$ cat config.mk
export PLATFORM = sky130hd
export DESIGN_NAME = cpf_mul
export DESIGN_NICKNAME = d
export VERILOG_FILES = /design/src/sv/cpf_pkg.sv /design/src/sv/cpf_mul.sv
export SDC_FILE = /design/constraint.sdc
export NUM_CORES = 2
export LEC_CHECK = 0
export ABC_AREA = 1
export BUFFER_PORTS_ARGS = -buffer_cell sky130_fd_sc_hd__buf_4
export CAP_MARGIN = 25
export CORE_UTILIZATION = 52
export CTS_CLUSTER_SIZE = 25
export DETAILED_ROUTE_END_ITERATION = 10
export GPL_ROUTABILITY_DRIVEN = 1
export PLACE_DENSITY = 0.69
export SLEW_MARGIN = 20
export SYNTH_ARGS = -nofsm -noshare
export SYNTH_HDL_FRONTEND = slang
export SYNTH_SLANG_ARGS = --single-unit
$ cat constraint.sdc
create_clock -name clock -period 13.1 [get_ports clock]
set_input_delay 1.965 -clock clock [delete_from_list [all_inputs] [get_ports clock]]
set_output_delay 1.965 -clock clock [all_outputs]
set_load 0.005 [all_outputs]
$ cat src/sv/cpf_pkg.sv
// Shared types and constants of the pairwise Coulomb force block.
package cpf_pkg;

   localparam int K_WIDTH        = 32;
   localparam int FRAC_BITS      = 16;
   localparam int FORCE_WIDTH    = 32;
   localparam int QUO_BITS       = FORCE_WIDTH - 1;
   localparam int MUL_LIMB       = 32;
   localparam int ADDR_WIDTH     = 3;
   localparam int CSR_DATA_WIDTH = 32;
   localparam int REG_IDX_WIDTH  = ADDR_WIDTH - 2;

   localparam logic [REG_IDX_WIDTH-1:0] REG_COUPLING   = '0;
   localparam logic [K_WIDTH-1:0]       COUPLING_RESET = 32'h0001_0000;
   localparam logic [QUO_BITS-1:0]      FORCE_MAX      = '1;

   // Per-request control bits that travel down the cell rows
   typedef struct packed {
      logic valid;
      logic coinc;
      logic neg_x;
      logic neg_y;
      logic sat_x;
      logic sat_y;
   } cpf_flags_type;

   typedef struct packed {
      logic signed [FORCE_WIDTH-1:0] force_x;
      logic signed [FORCE_WIDTH-1:0] force_y;
      logic                          coincident;
      logic                          saturated;
   } cpf_result_type;

endpackage

$ cat src/sv/cpf_mul.sv
// Two-stage limb multiplier: partial products, then shifted sum.
module cpf_mul #(
   parameter int A_WIDTH = 32,
   parameter int B_WIDTH = 32
) (
   input  logic                       clock,
   input  logic                       en,
   input  logic [A_WIDTH-1:0]         a,
   input  logic [B_WIDTH-1:0]         b,
   output logic [A_WIDTH+B_WIDTH-1:0] p
);
   import cpf_pkg::*;

   localparam int NA = (A_WIDTH + MUL_LIMB - 1) / MUL_LIMB;
   localparam int NB = (B_WIDTH + MUL_LIMB - 1) / MUL_LIMB;
   localparam int NP = NA * NB;
   localparam int AE = NA * MUL_LIMB;
   localparam int BE = NB * MUL_LIMB;
   localparam int EW = AE + BE;
   localparam int PP = 2 * MUL_LIMB;

   logic [AE-1:0]              a_ext;
   logic [BE-1:0]              b_ext;
   logic [PP-1:0]              pp_in [NP];
   logic [PP-1:0]              pp_ff [NP];
   logic [EW-1:0]              sum;
   logic [A_WIDTH+B_WIDTH-1:0] p_in;
   logic [A_WIDTH+B_WIDTH-1:0] p_ff;

   assign a_ext = AE'(a);
   assign b_ext = BE'(b);

   // Form one limb-by-limb product each
   always_comb begin
      for (int i = 0; i < NA; i++) begin
         for (int j = 0; j < NB; j++) begin
            pp_in[i*NB+j] = PP'(a_ext[i*MUL_LIMB +: MUL_LIMB])
                          * PP'(b_ext[j*MUL_LIMB +: MUL_LIMB]);
         end
      end
   end

   // Align and add the registered partial products
   always_comb begin
      sum = '0;
      for (int i = 0; i < NA; i++) begin
         for (int j = 0; j < NB; j++) begin
            sum = sum + (EW'(pp_ff[i*NB+j]) << ((i + j) * MUL_LIMB));
         end
      end
      p_in = sum[A_WIDTH+B_WIDTH-1:0];
   end

   always_ff @(posedge clock) begin
      if (en) begin
         pp_ff <= pp_in;
         p_ff  <= p_in;
      end
   end

   assign p = p_ff;

endmodule

# Word level (Yosys, flattened, before mapping)
# Index checks and enable logic that the tools add are counted.
# word_totals
ram_bits	0
n_memories	0
input_bits	66
rom_bits	0
latchBits	0
regBits	128
# classes
n_lt_le_gt_ge	0
shift	0
n_mul	1
muxes	0
n_addsub	0
bitwise	0
reduce_logical	0
eq_ne	0
div	0
# op_table
op	count
multiplier 32 x 32 -> 64 bit	1

# Longest topological paths before layout
# logic_depth
word_depth	1
depth_mapped	30
ltp_nobuf	29

# Worst setup path after synthesis
# OpenSTA, ideal clock, no wires.
# synth_path
kind	input port to flip-flop
startpoint	in a[25]
endpoint	reg pp_ff[60] (netlist bit) (data pin)
t_arrival_ns	7.676
path_buffers	1
setup_time_ns	0.252
cell_stages	26
slack_ns	5.172
path_cell_list	clkbuf_1 > nand2_1 > fa_1 > inv_1 > fa_1 > inv_1 > fa_1 > inv_1 > fa_1 > fa_1 > fa_1 > fa_1 > inv_1 > fa_1 > inv_1 > ha_1 > nand2_1 > nand2_1 > a21oi_1 > nand2_1 > nand2_1 > nand2_1 > a21oi_1 > nand2_1 > nand2_1 > nand2_1
# synth_rtl
element	line	text
start: declaration	cpf_mul.sv:8	input logic [A_WIDTH-1:0] a,
end signal: assignment	cpf_mul.sv:56	pp_ff <= pp_in;
end: declaration	cpf_mul.sv:25	logic [PP-1:0] pp_ff [NP];

==> out/results.txt <==
Run status = complete, no violations
Startpoint Class = input pin
Syn Inst Count = 5084
Ant. Diodes = 0
Initial antenna violation count = 0
CP dominant cell by count = nand2_1
Die height = 279 µm
CTS clk-pin slew, worst paths = 0.06 ns
Die W = 279 µm
CP Data Required Time = 13.27 ns
Die area = 78000 µm²
RSZ-0062 raised after global routing = no
Syn_nets = 6309
Number of H-tree levels = 4
Critical path peak fanout = 32
Routed length per instance = 17.8 µm
Buffers & Inverters on Critical Path = 6
Detailed Route WL = 109000 µm
Number of global-route vias before repair = 32538
Worst slew pin tran = 0.981 ns
# Post-CTS Setup Buffers = 0
Post-DRT Antenna Nets = 0
P&R area growth vs syn = 5.18%
Cell family with most CP delay = adder cells
Ratio of cells with drive above 1 in the final layout = 0.0475
Cell Area, Synth = 40000 µm²
Initial Util = 0.526
Fin crit share = 0.645
CTS Buffer Depth = 2
Syn. warnings = 0
# port buffers = 129
Area leader, netlist = fa_1
Final Hold Fails = 0
Fmax = 0.118 GHz
Register area share after synthesis = 0.0961
Core area = 76100 µm²
DP Wirelength = 83600 µm
Min-Delay Path Class = reg -> reg
CTS tree = yes
First-pass GRT wire length = 175000 µm
DR vias = 30601
CTS resizes = 0
CP arrival = 8.62 ns
Crit Path Class = in -> reg
Largest net degree at the start of global routing = 81
Normalized max-slew margin = 0.346
GP Congestion = 0.957
Gr usage total = 0.294
Final min period = 8.45 ns
Clock Skews = 0.0133 ns
Clock latency on the worst-skew pair = 0.42 ns
Fin Setup TNS = 0 ns
Critical Path End Type = register
Core Rows = 101
CTS Buf Count = 17
Slowest-stage cell, CP = fa_1
Sink Count = 128
IO Pins = 130
DR iter-0 viols = 2307
Mean post-synth cell area = 7.87 µm²
Cts hold-fix bufs = 0
GRT Residual Overflow = 0
Final Net Count = 6266
Root Buffer = clkbuf_16
Area contributors post-synth = fa_1, inv_1, nand2_1, edfxtp_1, ha_1
Iteration count of the initial detailed-routing pass = 6
CP peak stage delay = 0.60 ns
Share of the synthesized area in the top cell type = 0.448
Number of synthesized register bits = 128
Setup violators final = 0
Final max-slew violation count = 0
Vias per inst = 5.03
Maxcap violations = 0
Drt drc = 0
Synth cell types = 23
==> metrics by stage <==
step	cells	area, µm²	worst slack, ns	hold slack, ns	utilization
2_1_floorplan	5084	40000	5.17	0.400	-
3_3_place_gp	6052	41500	4.34	0.401	0.546
3_5_place_dp	6052	41500	4.29	0.405	0.546
4_1_cts	6083	42100	4.74	0.417	0.553
5_1_grt	6083	42100	4.38	0.420	0.553
6_report	6083	42100	4.65	0.417	0.553
==> synthesized netlist by cell type <==
cell	count
nand4_1	16
edfxtp_1	128
nor3_1	10
ha_1	263
o21ai_0	2
nor2_2	23
inv_1	1719
clkinv_1	1
nand3_2	10
clkbuf_1	192
inv_2	14
o21bai_1	11
nor3_2	8
nor2_1	72
fa_1	896
a21oi_1	44
nand2_2	19
nand3_1	54
nand2_1	1558
o21bai_2	1
xnor2_1	4
xor2_1	32
nor2_4	7
==> routing by layer <==
layer / GRT usage / vias to the layer above / wire length, µm / part of all wire
li1: - / 13860 / - / -
met1: 0.373 / 15222 / 41700 / 0.38
met2: 0.503 / 1238 / 53100 / 0.49
met3: 0.0370 / 281 / 7990 / 0.074
met4: 0.130 / 0 / 5770 / 0.053
met5: 0 / - / 0 / 0
==> cell usage in the layout, fill, tap and decap left out, types with 6 or more instances in the layout <==
| cell | netlist | routed |
|---|---|---|
| edfxtp_1 | 128 | 128 |
| ha_1 | 263 | 263 |
| inv_1 | 1719 | 1719 |
| xor2_1 | 32 | 32 |
| nor2_2 | 23 | 23 |
| nor2_4 | 7 | 7 |
| nand2_1 | 1558 | 1558 |
| nand3_2 | 10 | 10 |
| buf_4 | 0 | 130 |
| nand4_1 | 16 | 16 |
| nor3_1 | 10 | 10 |
| a21oi_1 | 44 | 44 |
| inv_2 | 14 | 14 |
| clkinv_2 | 0 | 6 |
| o21bai_1 | 11 | 11 |
| clkbuf_16 | 0 | 17 |
| nor2_1 | 72 | 72 |
| fa_1 | 896 | 896 |
| nand2_2 | 19 | 19 |
| nor3_2 | 8 | 8 |
| nand3_1 | 54 | 54 |
==> state kept, by name, summed over array words and instances, names as in the netlist <==
register / flops
pp_ff: 64
p: 64
==> final cells by class <==
cell class                      count  area [µm²]
Clock buffer                       20         437
Clock inverter                     11        91.3
Fill cell                        7223       34000
Inverter                         1734        6510
Multi-Input combinational cell   3030       28900
Sequential cell                   128        3840
Tap cell                         1030        1290
Timing Repair Buffer              130         976
==> kinds of logic after synthesis <==
group | share of synthesized area
buffers and inverters | 0.181
AND/OR/NAND/NOR | 0.177
adder cells (fa/ha/maj) | 0.531
flip-flops | 0.0961
AO/OA/AOI/OAI | 0.00810
XOR/XNOR | 0.00788
==> path summary, 6_finish.rpt <==
path,cells past startpoint,end,from,slack (ns)
max,26,pp_ff[60],a[25],4.65
min,0,p[15],pp_ff[15],0.42
max reg2reg,0,p[54],pp_ff[54],12.43
min reg2reg,0,p[15],pp_ff[15],0.42
Power is left out: the tool's default activity adds up to more than one toggle a clock period on the data nets, which glitch-free logic cannot reach.
