[config.mk]
export PLATFORM = sky130hd
export DESIGN_NAME = cpf_sqrt_cell
export DESIGN_NICKNAME = d
export VERILOG_FILES = /design/src/sv/cpf_pkg.sv /design/src/sv/cpf_sqrt_cell.sv
export SDC_FILE = /design/constraint.sdc
export NUM_CORES = 1
export LEC_CHECK = 0
export BUFFER_PORTS_ARGS = -buffer_cell sky130_fd_sc_hd__buf_2
export CORE_AREA = 2 2 303 305
export DETAILED_ROUTE_END_ITERATION = 7
export DIE_AREA = 0 0 305 307
export GPL_TIMING_DRIVEN = 0
export PLACE_DENSITY_LB_ADDON = 0.15
export SLEW_MARGIN = 5
export SYNTH_ARGS = -nofsm -noshare
export SYNTH_HDL_FRONTEND = slang
export SYNTH_SLANG_ARGS = --single-unit
[constraint.sdc]
create_clock -name clock -period 3.5 [get_ports clock]
set_clock_uncertainty 0.1 [all_clocks]
set_input_delay 0.525 -clock clock [delete_from_list [all_inputs] [get_ports clock]]
set_output_delay 0.525 -clock clock [all_outputs]
set_load 0.05 [all_outputs]
[src/sv/cpf_pkg.sv]
// Shared types and constants of the pairwise Coulomb force block.
package cpf_pkg;

   localparam int K_WIDTH        = 32;
   localparam int FRAC_BITS      = 16;
   localparam int FORCE_WIDTH    = 32;
   localparam int QUO_BITS       = FORCE_WIDTH - 1;
   localparam int MUL_LIMB       = 32;
   localparam int ADDR_WIDTH     = 3;
   localparam int CSR_DATA_WIDTH = 32;
   localparam int REG_IDX_WIDTH  = ADDR_WIDTH - 2;

   localparam logic [REG_IDX_WIDTH-1:0] REG_COUPLING   = '0;
   localparam logic [K_WIDTH-1:0]       COUPLING_RESET = 32'h0001_0000;
   localparam logic [QUO_BITS-1:0]      FORCE_MAX      = '1;

   // Per-request control bits that travel down the cell rows
   typedef struct packed {
      logic valid;
      logic coinc;
      logic neg_x;
      logic neg_y;
      logic sat_x;
      logic sat_y;
   } cpf_flags_type;

   typedef struct packed {
      logic signed [FORCE_WIDTH-1:0] force_x;
      logic signed [FORCE_WIDTH-1:0] force_y;
      logic                          coincident;
      logic                          saturated;
   } cpf_result_type;

endpackage

[src/sv/cpf_sqrt_cell.sv]
// One cell of the square root row: decides one root bit.
module cpf_sqrt_cell #(
   parameter int S_WIDTH = 65,
   parameter int R_WIDTH = 33,
   parameter int N_WIDTH = 112,
   parameter int BIT     = 0
) (
   input  logic                  clock,
   input  logic                  reset,
   input  logic                  en,
   input  cpf_pkg::cpf_flags_type in_flags,
   input  logic [S_WIDTH-1:0]    in_s,
   input  logic [S_WIDTH-1:0]    in_rem,
   input  logic [R_WIDTH-1:0]    in_root,
   input  logic [N_WIDTH-1:0]    in_num_x,
   input  logic [N_WIDTH-1:0]    in_num_y,
   output cpf_pkg::cpf_flags_type out_flags,
   output logic [S_WIDTH-1:0]    out_s,
   output logic [S_WIDTH-1:0]    out_rem,
   output logic [R_WIDTH-1:0]    out_root,
   output logic [N_WIDTH-1:0]    out_num_x,
   output logic [N_WIDTH-1:0]    out_num_y
);
   import cpf_pkg::*;

   localparam int T_WIDTH = 2 * R_WIDTH;

   logic [T_WIDTH-1:0] trial;
   logic [S_WIDTH-1:0] rem_in;
   logic [R_WIDTH-1:0] root_in;
   cpf_flags_type      flags_ff;
   logic [S_WIDTH-1:0] s_ff;
   logic [S_WIDTH-1:0] rem_ff;
   logic [R_WIDTH-1:0] root_ff;
   logic [N_WIDTH-1:0] num_x_ff;
   logic [N_WIDTH-1:0] num_y_ff;

   // (root + 2^b)^2 - root^2 = root * 2^(b+1) + 2^(2b); take the bit if it fits
   always_comb begin
      trial   = (T_WIDTH'(in_root) << (BIT + 1)) + (T_WIDTH'(1) << (2 * BIT));
      rem_in  = in_rem;
      root_in = in_root;
      if (T_WIDTH'(in_rem) >= trial) begin
         rem_in  = in_rem - trial[S_WIDTH-1:0];
         root_in = in_root | (R_WIDTH'(1) << BIT);
      end
   end

   always_ff @(posedge clock) begin
      if (reset) begin
         flags_ff.valid <= 1'b0;
      end else if (en) begin
         flags_ff <= in_flags;
      end
   end

   always_ff @(posedge clock) begin
      if (en) begin
         s_ff     <= in_s;
         rem_ff   <= rem_in;
         root_ff  <= root_in;
         num_x_ff <= in_num_x;
         num_y_ff <= in_num_y;
      end
   end

   assign out_flags = flags_ff;
   assign out_s     = s_ff;
   assign out_rem   = rem_ff;
   assign out_root  = root_ff;
   assign out_num_x = num_x_ff;
   assign out_num_y = num_y_ff;

endmodule

* Word level (Yosys, flattened, before mapping)
Cells that the tools add are included.
** Word-level totals
- Register bits :: 393
- Latch bits :: 0
- Memory bits (writable) :: 0
- Memory bits (read-only) :: 0
- Output and inout port bits :: 393
- Memories :: 0
** Cells by class
- $add $sub $neg :: 2
- Multipliers :: 0
- Div/mod/pow operators :: 0
- Order comparisons :: 1
- Equal/unequal tests :: 0
- Shift-type cells :: 0
- Mux-type cells :: 1
- Bitwise gates (word level) :: 1
- Reductions and logical operators :: 1
** Operator list (count)
- $ge 65x35->1 :: 1
- $mux 65 :: 1
- $sub 65x35->65 :: 1
- $add 34x1->35 const B :: 1
- $reduce_and 2->1 :: 1
- $not 1->1 :: 1

* Longest topological paths before layout
Gate-level depths: netlist of the first run.
- Depth after elaboration :: 3
- Depth in mapped cells :: 13
- Depth with buffers taken out :: 11

* Worst setup path before layout of the first run
Ideal clock, no wire load.
- Kind :: input -> register
- From :: input in_root[18]
- To :: register rem_ff[39], in the netlist out_rem[39], data pin
- Arrival time :: 3148 ps
- Data required time :: 3143 ps
- Slack :: -5 ps
- Stages on the path :: 11
- Buffers on the path :: 1
- Path through :: inv_1 ha_1 clkbuf_1 nand4_1 a211o_1 and3_1 a21o_1 a2111oi_0 nor3_1 xnor2_1 nor2_1
** On the way
- Cells in the longest elaborated chain, start to end :: 3
- Elaborated cells on any way between the ends :: 4
- Those cells by class :: add/sub: 2; order compare: 1; mux: 1
** RTL lines
- start, declared :: RTL line cpf_sqrt_cell.sv:14 : input logic [R_WIDTH-1:0] in_root,
- $add 34x1->35 (*) :: RTL line cpf_sqrt_cell.sv:40 : trial = (T_WIDTH'(in_root) << (BIT + 1)) + (T_WIDTH'(1) << (2 * BIT));
- $sub 65x35->65 or $ge 65x35->1 (tied branches) :: RTL line cpf_sqrt_cell.sv:44, cpf_sqrt_cell.sv:43
- $mux 65 (*) :: RTL line cpf_sqrt_cell.sv:43 : if (T_WIDTH'(in_rem) >= trial) begin
- named net rem_in[39] :: RTL line cpf_sqrt_cell.sv:29 : logic [S_WIDTH-1:0] rem_in;
- end signal, assigned :: RTL line cpf_sqrt_cell.sv:60 : rem_ff <= rem_in;
- end, declared :: RTL line cpf_sqrt_cell.sv:33 : logic [S_WIDTH-1:0] rem_ff;
The timed path passes the listed nets; every way through them passes the cells marked *.
A chain may end at the register's enable or synchronous reset.

* Worst setup path in the final report of the first run
- From :: input in_rem[54]
- To :: register rem_ff[39], in the netlist out_rem[39], data pin
** On the way
- Cells in the longest elaborated chain, start to end :: 2
** RTL lines
- start, declared :: RTL line cpf_sqrt_cell.sv:13 : input logic [S_WIDTH-1:0] in_rem,
- $ge 65x35->1 :: RTL line cpf_sqrt_cell.sv:43
- $mux 65 :: RTL line cpf_sqrt_cell.sv:43
- named net rem_in[39] :: RTL line cpf_sqrt_cell.sv:29
The timed path passes the listed nets, and every way through them passes these cells.

==> results of run 1 <==
## layer usage
| metal | up-vias | track usage | share of wire |
|---|---|---|---|
| li1 | 5993 | - | - |
| met1 | 6388 | 0.162 | 0.38 |
| met2 | 526 | 0.264 | 0.50 |
| met3 | 110 | 0.0666 | 0.095 |
| met4 | 34 | 0.0394 | 0.024 |
| met5 | - | 0 | 0.0030 |
## cells in the final DEF (no fill, tap or decap), types with 12 or more instances in the layout
cell,synthesis,routed
edfxtp_1,392,392
a21oi_1,51,51
nor3_1,19,17
o21ai_0,50,48
buf_2,3,788
nor2_1,51,51
clkbuf_16,0,50
inv_1,43,43
a21o_1,12,12
dlygate4sd3_1,0,315
xor2_1,17,17
or3_1,22,22
clkbuf_1,14,22
nand2_1,81,81
clkinv_2,0,12
or4_1,13,13
xnor2_1,28,28
nand4_1,14,14
o21ai_1,15,16
ha_1,34,34
## Yosys cell counts, types with 13 or more instances
library cell,count,area share
nor3_1,19,0.0063
o21ai_0,50,0.017
nor2_1,51,0.013
ha_1,34,0.028
inv_1,43,0.011
clkbuf_1,14,0.0035
edfxtp_1,392,0.78
nand2_1,81,0.020
xnor2_1,28,0.016
or3_1,22,0.0091
a21oi_1,51,0.017
or4_1,13,0.0064
o21ai_1,15,0.0050
nand4_1,14,0.0058
xor2_1,17,0.0098
## worst max-delay path by stage
stage                      from      endpoint
floorplan            in_rem[54]   out_rem[42]
global placement             en  out_flags[2]
detailed placement  in_root[19]    out_rem[7]
CTS                   in_rem[9]   out_rem[42]
global route         in_rem[54]   out_rem[60]
finish               in_rem[54]   out_rem[39]
## power by group through the flow
stage / Sequential, mW / Clock, mW / Combinational [mW]
detailed placement: 5.85 / 0 / 2.88
global route: 5.79 / 5.59 / 3.32
CTS: 5.76 / 5.42 / 3.21
floorplan: 7.29 / 0 / 0.384
global placement: 5.90 / 0 / 2.87
finish: 5.75 / 5.19 / 3.17
## registers in the layout, indices dropped and copies added (netlist names)
| signal | cells |
|---|---|
| out_num_x | 112 |
| out_num_y | 112 |
| out_rem | 65 |
| out_s | 65 |
| out_root | 33 |
| out_flags | 6 |
## worst reg2reg max path, delay by kind of cell, from the launching register on
family	cells	cell delay (ps)
flip-flops	1	310
multiplexers	1	120
AND/OR/NAND/NOR	1	50
## cell type report
class | count | area, µm² | area share
sequential | 393 | 11800 | 0.461
antenna | 10 | 25.0 | 0.000979
timing repair buffer | 1108 | 7210 | 0.282
buffer | 24 | 129 | 0.00504
clock inverter | 34 | 358 | 0.0140
tap | 1186 | 1480 | 0.0581
inverter | 43 | 161 | 0.00632
clock buffer | 58 | 1280 | 0.0501
multi-input combinational | 493 | 3120 | 0.122
## kinds of logic after synthesis
kind of cell | count (synthesis)
buffers and inverters | 67
AND/OR/NAND/NOR | 235
XOR/XNOR | 45
adder cells (fa/ha/maj) | 35
AO/OA/AOI/OAI | 175
multiplexers | 3
flip-flops | 393
## what timing repair did
| item | 4_1_cts | 5_1_grt |
|---|---|---|
| setup buffers | 2 | 0 |
| endpoints found under the hold margin | 315 | 0 |
| resized for setup | 6 | 8 |
| endpoints found under the setup margin | 61 | 31 |
| hold buffers | 315 | 0 |
## metrics by stage
step,utilization,worst slack (ps),setup TNS [ps],area [µm²]
global placement,0.227,-4830,-1765470,20600
finish,0.282,48.1,0,25600
floorplan,-,58.9,0,15100
detailed placement,0.228,-913,-50550,20700
global route,0.282,10.9,0,25500
CTS,0.281,13.6,0,25500
==> flow_summary_export.csv, run 1 <==
group,metric,value,unit
run_status,status,"finished, final reports clean",
timing,holdWs,52.0,ps
timing,grt_setup_unrepaired,"false",
floorplan,floorplan_die_height,307,µm
worst_setup_path,r2r-start,"out_flags[5]",
pwr,power.net_switching,4.53,mW
clock_tree,clkSlewWorstSetupHoldPaths,60,ps
worst_setup_path,worst_setup_path_end_kind,"flop",
routing,wl_per_cell,22.0,µm
global_routing,grt_start_max_net_pins,106,
placed_design,place.detailed.hpwl,59000,µm
yosys,synth-edff-count,392,
pwr,powerDensity,552,nW/µm²
timing,final_min_period_over_clock_period,0.986,
floorplan,rows,111,
worst_setup_path,worst-path-max-fanout,10,
worst_setup_path,crit_reg_reg_endpoint,"out_flags[5]",
clock_tree,worstSkewPairLatency,590,ps
clock_tree,cts_made_buffers,50,
min_path,hold_start,"in_num_x[82]",
routing,avgViaCountPerCell,3.90,
worst_setup_path,worst_path_max_delay_cell,"or4_4",
pwr,clock_power_share,0.368,
worst_setup_path,arrival,3680,ps
global_routing,antenna_found_initial,27,
clock_tree,cts-root-to-sink-buffers,3,
pwr,power.sequential.fraction,0.408,
timing,timing.final.hold_violations,0,
yosys,yosys.cell_types.count,56,
pwr,finalPower,14.1,mW
global_routing,globalRouteOverflowTotal,0,
clock_tree,tritoncts_clock_tree,"built",
yosys,synth_xor_area_frac,0.0260,
final_layout,drive_above_1_share,0.415,
routing,drt.antenna.violating_nets,0,
worst_setup_path,worstPathCellList,"buf_2 > or3_4 > or3_1 > or3_1 > or3_1 > or4_4 > a21oi_4 > buf_6 > buf_2 > nor2_1",
timing,timing.fmax,290,MHz
floorplan,die_outline_area,93600,µm²
yosys,postSynth.asyncResetShare,0,
floorplan,die_w,305,µm
yosys,syn-cell-area,15100,µm²
global_routing,grt_first_pass_wirelength,100000,µm
pwr,internal_power,9.57,mW
timing,slew_headroom,0.108,
timing,worstMarginPinSlew,1300,ps
global_routing,first_global_vias,13600,
final_layout,fill_cells,9535,
placed_design,place.port_buffers,787,
yosys,synth_nets,1384,
yosys,synth.yosys.seq_area_share,0.779,
placed_design,final_estimated_routing_congestion_in_global_placement,0.818,
final_layout,final-instance-count-excl-fill,3349,
clock_tree,ctsRootBufferMaster,"clkbuf_16",
pwr,ir_worst_vdd,0.322,mV
worst_setup_path,required,3730,ps
final_layout,finalNetCount,2544,
floorplan,ioPinCount,789,
timing,final_count_of_pins_violating_max_slew,0,
routing,first_iter_violations,712,
yosys,warnings_synthesis,0,
min_path,worstHoldPathCells,1,
worst_setup_path,crit_buf_inv,3,
yosys,synth_top_family_by_area,"simple AND/OR/NAND/NOR gates",
routing,via_count,13100,
worst_setup_path,crit_family,"simple AND/OR/NAND/NOR gates",
worst_setup_path,worst_r2r_path_depth,2,
flow_run,max_cap_viol_count,0,
placed_design,placedCellCount,2930,
min_path,worst_hold_path_type,"primary input to flop",
global_routing,grt_use_total,0.149,
min_path,hold_path_end,"out_num_x[82]",
pwr,p_comb_frac,0.224,
pwr,power.switching_fraction,0.322,
floorplan,initial_utilization,0.167,
yosys,synth_simple_gate_area_share,0.0752,
routing,detailedRoute.firstPassIterationCount,5,
routing,drc_errors,0,
worst_setup_path,worstSetupPathDepth,10,
routing,routed_wire_length,73600,µm
yosys,synth_fa_ha_area_frac,0.0294,
worst_setup_path,crit_path_frequent_cell,"or3_1",
yosys,muxShareOfSynthArea,0.00207,
clock_tree,htreeDepth,2,
yosys,synth-compound-area-share,0.0695,
yosys,netlist_instances,953,
clock_tree,cts_num_sinks,393,
yosys,postSynthRegisterBits,393,
floorplan,core_region_area,90700,µm²
worst_setup_path,critical-path-max-stage-delay,550,ps
pwr,p_leak,10.5,nW
final_layout,synthToLayoutAreaGrowth,68.9,%
worst_setup_path,timing.reg2reg.setup_slack,2820,ps
worst_setup_path,worst-setup-path-type,"primary input to flop",
timing,post-route-min-period,3450,ps
yosys,yosys_most_used_dff,"edfxtp_1",
worst_setup_path,crit_path_start_kind,"primary input",
yosys,post_synth.cell_area_avg,15.9,µm²
timing,report.final.setup_viol,0,
Power figures use the tool's default switching activity.
==> run 2: changes to the inputs <==
--- a/config.mk
+++ b/config.mk
@@ -6,9 +6,10 @@
 export NUM_CORES = 1
 export LEC_CHECK = 0
 export BUFFER_PORTS_ARGS = -buffer_cell sky130_fd_sc_hd__buf_2
-export CORE_AREA = 2 2 303 305
+export CORE_AREA = 2 2 309 311
+export CTS_BUF_LIST = sky130_fd_sc_hd__clkbuf_4
 export DETAILED_ROUTE_END_ITERATION = 7
-export DIE_AREA = 0 0 305 307
+export DIE_AREA = 0 0 311 313
 export GPL_TIMING_DRIVEN = 0
 export PLACE_DENSITY_LB_ADDON = 0.15
 export SLEW_MARGIN = 5
==> flow_summary_export.csv, run 2 (synthesized netlist as in run 1, its figures left out) <==
group,metric,value,unit
placed_design,place.detailed.hpwl,57900,µm
final_layout,drive_above_1_share,0.423,
pwr,finalPower,13.5,mW
timing,timing.final.hold_violations,3,
worst_setup_path,worst-setup-path-type,"primary input to flop",
worst_setup_path,arrival,4100,ps
pwr,powerDensity,510,nW/µm²
worst_setup_path,crit_path_start_kind,"primary input",
run_status,status,"complete, but fails checks",
global_routing,globalRouteOverflowTotal,0,
timing,totalNegativeSetupSlack,-127,ps
min_path,worst_hold_path_type,"primary input to flop",
timing,grt_setup_unrepaired,"false",
timing,holdWs,-202,ps
min_path,hold_start,"in_rem[3]",
pwr,power.net_switching,4.67,mW
min_path,hold_path_end,"out_rem[3]",
timing,worstMarginPinSlew,1070,ps
clock_tree,cts_made_buffers,117,
clock_tree,htreeDepth,3,
final_layout,final-instance-count-excl-fill,3635,
timing,post-route-min-period,3550,ps
floorplan,die_w,311,µm
placed_design,final_estimated_routing_congestion_in_global_placement,0.850,
global_routing,grt_start_max_net_pins,101,
global_routing,antenna_found_initial,28,
clock_tree,clkSlewWorstSetupHoldPaths,60,ps
final_layout,synthToLayoutAreaGrowth,74.6,%
clock_tree,cts_num_sinks,393,
floorplan,initial_utilization,0.161,
final_layout,finalNetCount,2702,
routing,routed_wire_length,74100,µm
global_routing,grt_first_pass_wirelength,103000,µm
pwr,clock_power_share,0.333,
timing,layout_setup_ws,-49.2,ps
timing,final_count_of_pins_violating_max_slew,0,
worst_setup_path,required,4050,ps
timing,slew_headroom,0.269,
timing,timing.fmax,282,MHz
pwr,p_leak,10.9,nW
routing,drt.antenna.violating_nets,0,
flow_run,max_cap_viol_count,0,
pwr,power.sequential.fraction,0.427,
timing,final_min_period_over_clock_period,1.01,
clock_tree,worstSkewPairLatency,950,ps
routing,drc_errors,0,
global_routing,grt_use_total,0.147,
final_layout,postLayoutCoreUtil,0.281,
routing,first_iter_violations,706,
global_routing,first_global_vias,14400,
worst_setup_path,worst-path-max-fanout,10,
final_layout,layout.cells.most_common,"buf_2",
final_layout,final_area,26400,µm²
pwr,p_comb_frac,0.241,
final_layout,leading_cell_types_in_the_layout_fill_and_taps_excluded,"buf_2 (788), dlygate4sd3_1 (407), edfxtp_1 (392)",
min_path,worstHoldPathCells,3,
clock_tree,cts-root-to-sink-buffers,3,
routing,avgViaCountPerCell,3.79,
placed_design,place.port_buffers,787,
placed_design,preCtsSetupSlack,-866,ps
floorplan,die_outline_area,97300,µm²
clock_tree,tritoncts_clock_tree,"built",
worst_setup_path,r2r-start,"out_flags[5]",
worst_setup_path,worst_r2r_path_depth,3,
floorplan,floorplan_die_height,313,µm
pwr,ir_worst_vdd,0.203,mV
pwr,power.switching_fraction,0.347,
timing,report.final.setup_viol,5,
floorplan,rows,113,
run_status,violations_in_the_final_reports,"hold timing, setup timing",
worst_setup_path,timing.reg2reg.setup_slack,2270,ps
worst_setup_path,worst_setup_path_end_kind,"flop",
pwr,internal_power,8.80,mW
routing,wl_per_cell,20.4,µm
worst_setup_path,crit_reg_reg_endpoint,"out_flags[5]",
placed_design,placedCellCount,3009,
routing,via_count,13800,
clock_tree,ctsRootBufferMaster,"clkbuf_4",
floorplan,ioPinCount,789,
routing,detailedRoute.firstPassIterationCount,5,
floorplan,core_region_area,94200,µm²
placed_design,place_area,20800,µm²
## run 2: power by group through the flow
stage / Combinational (mW) / Clock [mW] / Sequential [mW]
global placement: 2.87 / 0 / 5.90
floorplan: 0.384 / 0 / 7.29
finish: 3.24 / 4.48 / 5.75
global route: 3.40 / 5.00 / 5.78
CTS: 3.28 / 4.77 / 5.75
detailed placement: 2.88 / 0 / 5.85
## run 2: final cells by class
| cell class | count | area, µm² |
|---|---|---|
| tap | 1265 | 1580 |
| inverter | 43 | 161 |
| clock inverter | 48 | 270 |
| clock buffer | 162 | 1220 |
| buffer | 24 | 128 |
| antenna | 8 | 20.0 |
| sequential | 393 | 11800 |
| timing repair buffer | 1199 | 8140 |
| multi-input combinational | 493 | 3120 |
| fill | 9980 | 67700 |
## run 2: how the worst max path moves through the flow
stage | startpoint | to
6_report | in_rem[13] | out_rem[27]
5_1_grt | in_rem[56] | out_rem[22]
4_1_cts | in_rem[25] | out_rem[42]
3_5_place_dp | in_root[17] | out_rem[49]
3_3_place_gp | en | out_flags[0]
2_1_floorplan | in_rem[54] | out_rem[42]
## run 2: what timing repair did
item                                   in CTS  in global routing
setup endpoints to repair                   0                 48
hold buffers                              403                  4
setup buffers                               0                  1
endpoints found under the hold margin     432                  7
gates resized for setup                     0                 12
## run 2: worst max-delay path, stage by stage
cell	delay, ps
dlygate4sd3_1	530
buf_2	130
ha_1	230
a21oi_1	160
o21a_1	230
o41ai_1	110
o21ai_0	860
nand3_1	350
a21oi_4	380
buf_2	370
o21ai_0	230
## run 2: metal layers
layer	global-route usage	vias up	part of all wire
li1	-	6385	-
met1	0.157	6619	0.36
met2	0.250	621	0.49
met3	0.0662	132	0.10
met4	0.0653	24	0.037
met5	0	-	0.0019
==> run 3: changes to the inputs <==
==> constraint.sdc (replaced) <==
create_clock -name clock -period 4.41 [get_ports clock]
set_clock_uncertainty 0.1 [all_clocks]
set_input_delay 0.6615 -clock clock [delete_from_list [all_inputs] [get_ports clock]]
set_output_delay 0.6615 -clock clock [all_outputs]
set_load 0.05 [all_outputs]
==> flow_summary_export.csv, run 3 (synthesized netlist as in run 1, its figures left out) <==
group,metric,value,unit
pwr,powerDensity,408,nW/µm²
timing,report.final.setup_viol,0,
clock_tree,post_cts.repair.setup_buffers,0,
global_routing,grt_start_max_net_pins,106,
worst_setup_path,arrival,4970,ps
floorplan,core_region_area,94200,µm²
floorplan,die_w,311,µm
pwr,internal_power,7.03,mW
timing,final_min_period_over_clock_period,0.998,
clock_tree,htreeDepth,3,
routing,routed_wire_length,73800,µm
pwr,power.switching_fraction,0.344,
routing,drt.antenna.violating_nets,0,
clock_tree,worstSkewPairLatency,950,ps
clock_tree,ctsRootBufferMaster,"clkbuf_4",
routing,wl_per_cell,20.4,µm
timing,slew_headroom,0.250,
final_layout,postLayoutCoreUtil,0.279,
routing,detailedRoute.firstPassIterationCount,5,
floorplan,initial_utilization,0.161,
final_layout,layout.area.seq,11800,µm²
global_routing,first_global_vias,14800,
pwr,clock_power_share,0.335,
floorplan,ioPinCount,789,
floorplan,rows,113,
worst_setup_path,worst-path-max-fanout,10,
timing,timing.final.hold_violations,0,
global_routing,grt_first_pass_wirelength,103000,µm
worst_setup_path,crit_path_start_kind,"primary input",
global_routing,globalRouteOverflowTotal,0,
timing,final_count_of_pins_violating_max_slew,0,
placed_design,place.port_buffers,787,
routing,drc_errors,0,
placed_design,place_area,20800,µm²
clock_tree,tritoncts_clock_tree,"built",
final_layout,synthToLayoutAreaGrowth,73.5,%
pwr,ir_worst_vdd,0.169,mV
pwr,power.net_switching,3.69,mW
worst_setup_path,worst-setup-path-type,"primary input to flop",
floorplan,floorplan_die_height,313,µm
clock_tree,clkSlewWorstSetupHoldPaths,80,ps
timing,post-route-min-period,4400,ps
routing,via_count,13900,
pwr,power.sequential.fraction,0.426,
placed_design,final_estimated_routing_congestion_in_global_placement,0.887,
floorplan,die_outline_area,97300,µm²
clock_tree,cts-root-to-sink-buffers,3,
timing,worstMarginPinSlew,1110,ps
final_layout,fill_cells,10000,
global_routing,grt_use_total,0.146,
placed_design,place.detailed.hpwl,57700,µm
final_layout,multiInputGateArea,3080,µm²
timing,grt_setup_unrepaired,"false",
final_layout,finalNetCount,2693,
timing,holdWs,226,ps
final_layout,layout.cells.most_common,"buf_2",
global_routing,antenna_found_initial,19,
pwr,p_leak,10.9,nW
clock_tree,cts_num_sinks,393,
final_layout,drive_above_1_share,0.422,
min_path,worst_hold_path_type,"primary input to flop",
final_layout,final_area,26300,µm²
run_status,status,"finished, final reports clean",
worst_setup_path,required,4990,ps
clock_tree,cts_made_buffers,119,
timing,timing.fmax,227,MHz
final_layout,leading_cell_types_in_the_layout_fill_and_taps_excluded,"buf_2 (790), dlygate4sd3_1 (397), edfxtp_1 (392)",
routing,avgViaCountPerCell,3.82,
flow_run,max_cap_viol_count,0,
worst_setup_path,worst_setup_path_end_kind,"flop",
routing,first_iter_violations,675,
pwr,p_comb_frac,0.239,
run 3: changes by cell type in the layout (fill, tap and decap cells not counted), moves of 2 or more:
cell / before / now
clkinv_1: 26 / 28
buf_2: 788 / 790
clkinv_2: 15 / 5
dlygate4sd3_1: 407 / 397
a31oi_1: 4 / 6
inv_6: 1 / 3
clkinvlp_4: 2 / 0
clkbuf_4: 164 / 170
run 3: cell type report:
class / instances / share of cell area
repair buffers: 1188 / 0.305
flip-flops and latches: 393 / 0.449
clock buffers: 170 / 0.0486
well taps: 1265 / 0.0603
inverters: 43 / 0.00615
clock inverters: 39 / 0.00815
diodes: 9 / 0.000858
plain buffers: 24 / 0.00453
multi-input cells: 493 / 0.117
run 3: repair_timing:
action | CTS | global route
setup endpoints to repair | 0 | 1
hold buffers | 397 | 0
resized for setup | 0 | 3
endpoints found under the hold margin | 398 | 0
run 3: worst paths after layout:
check	start	to	slack, ps	cells past startpoint
worst min register to register	out_flags[5]	out_flags[5]	930	3
worst max-delay path	in_rem[54]	out_rem[1]	10	12
worst max register to register	out_flags[5]	out_flags[5]	3170	3
worst min-delay path	in_rem[34]	out_rem[34]	230	3
run 3: power by group through the flow:
stage	Sequential (mW)	Clock [mW]	Combinational [mW]
2_1_floorplan	5.79	0	0.305
3_3_place_gp	4.69	0	2.27
3_5_place_dp	4.64	0	2.27
4_1_cts	4.57	3.81	2.60
5_1_grt	4.60	3.97	2.69
6_report	4.57	3.59	2.57
run 3: routing by layer:
metal	GRT usage	up-vias	share of wire
met5	0	-	0.0015
met3	0.0511	142	0.079
met2	0.251	626	0.50
li1	-	6352	-
met4	0.0753	16	0.043
met1	0.160	6719	0.38
run 3: stage by stage:
stage / power [mW] / setup TNS (ps) / setup WS (ps) / instances
2_1_floorplan: 6.09 / 0 / 769 / 953
3_3_place_gp: 6.96 / -1430750 / -4100 / 3005
3_5_place_dp: 6.92 / -1690 / -120 / 3009
4_1_cts: 11.0 / 0 / 24.1 / 3615
5_1_grt: 11.3 / 0 / 48.8 / 3622
6_report: 10.7 / 0 / 10.9 / 3624
run 3: worst max-delay path, stage by stage:
cell and delay [ps]:
dlygate4sd3_1 520, buf_2 140, or3_4 410, or3_1 400, or3_1 420, or3_1 400, or4_4 550, a21oi_4 340
buf_6 240, buf_4 240, o21ai_1 70, dlygate4sd3_1 550
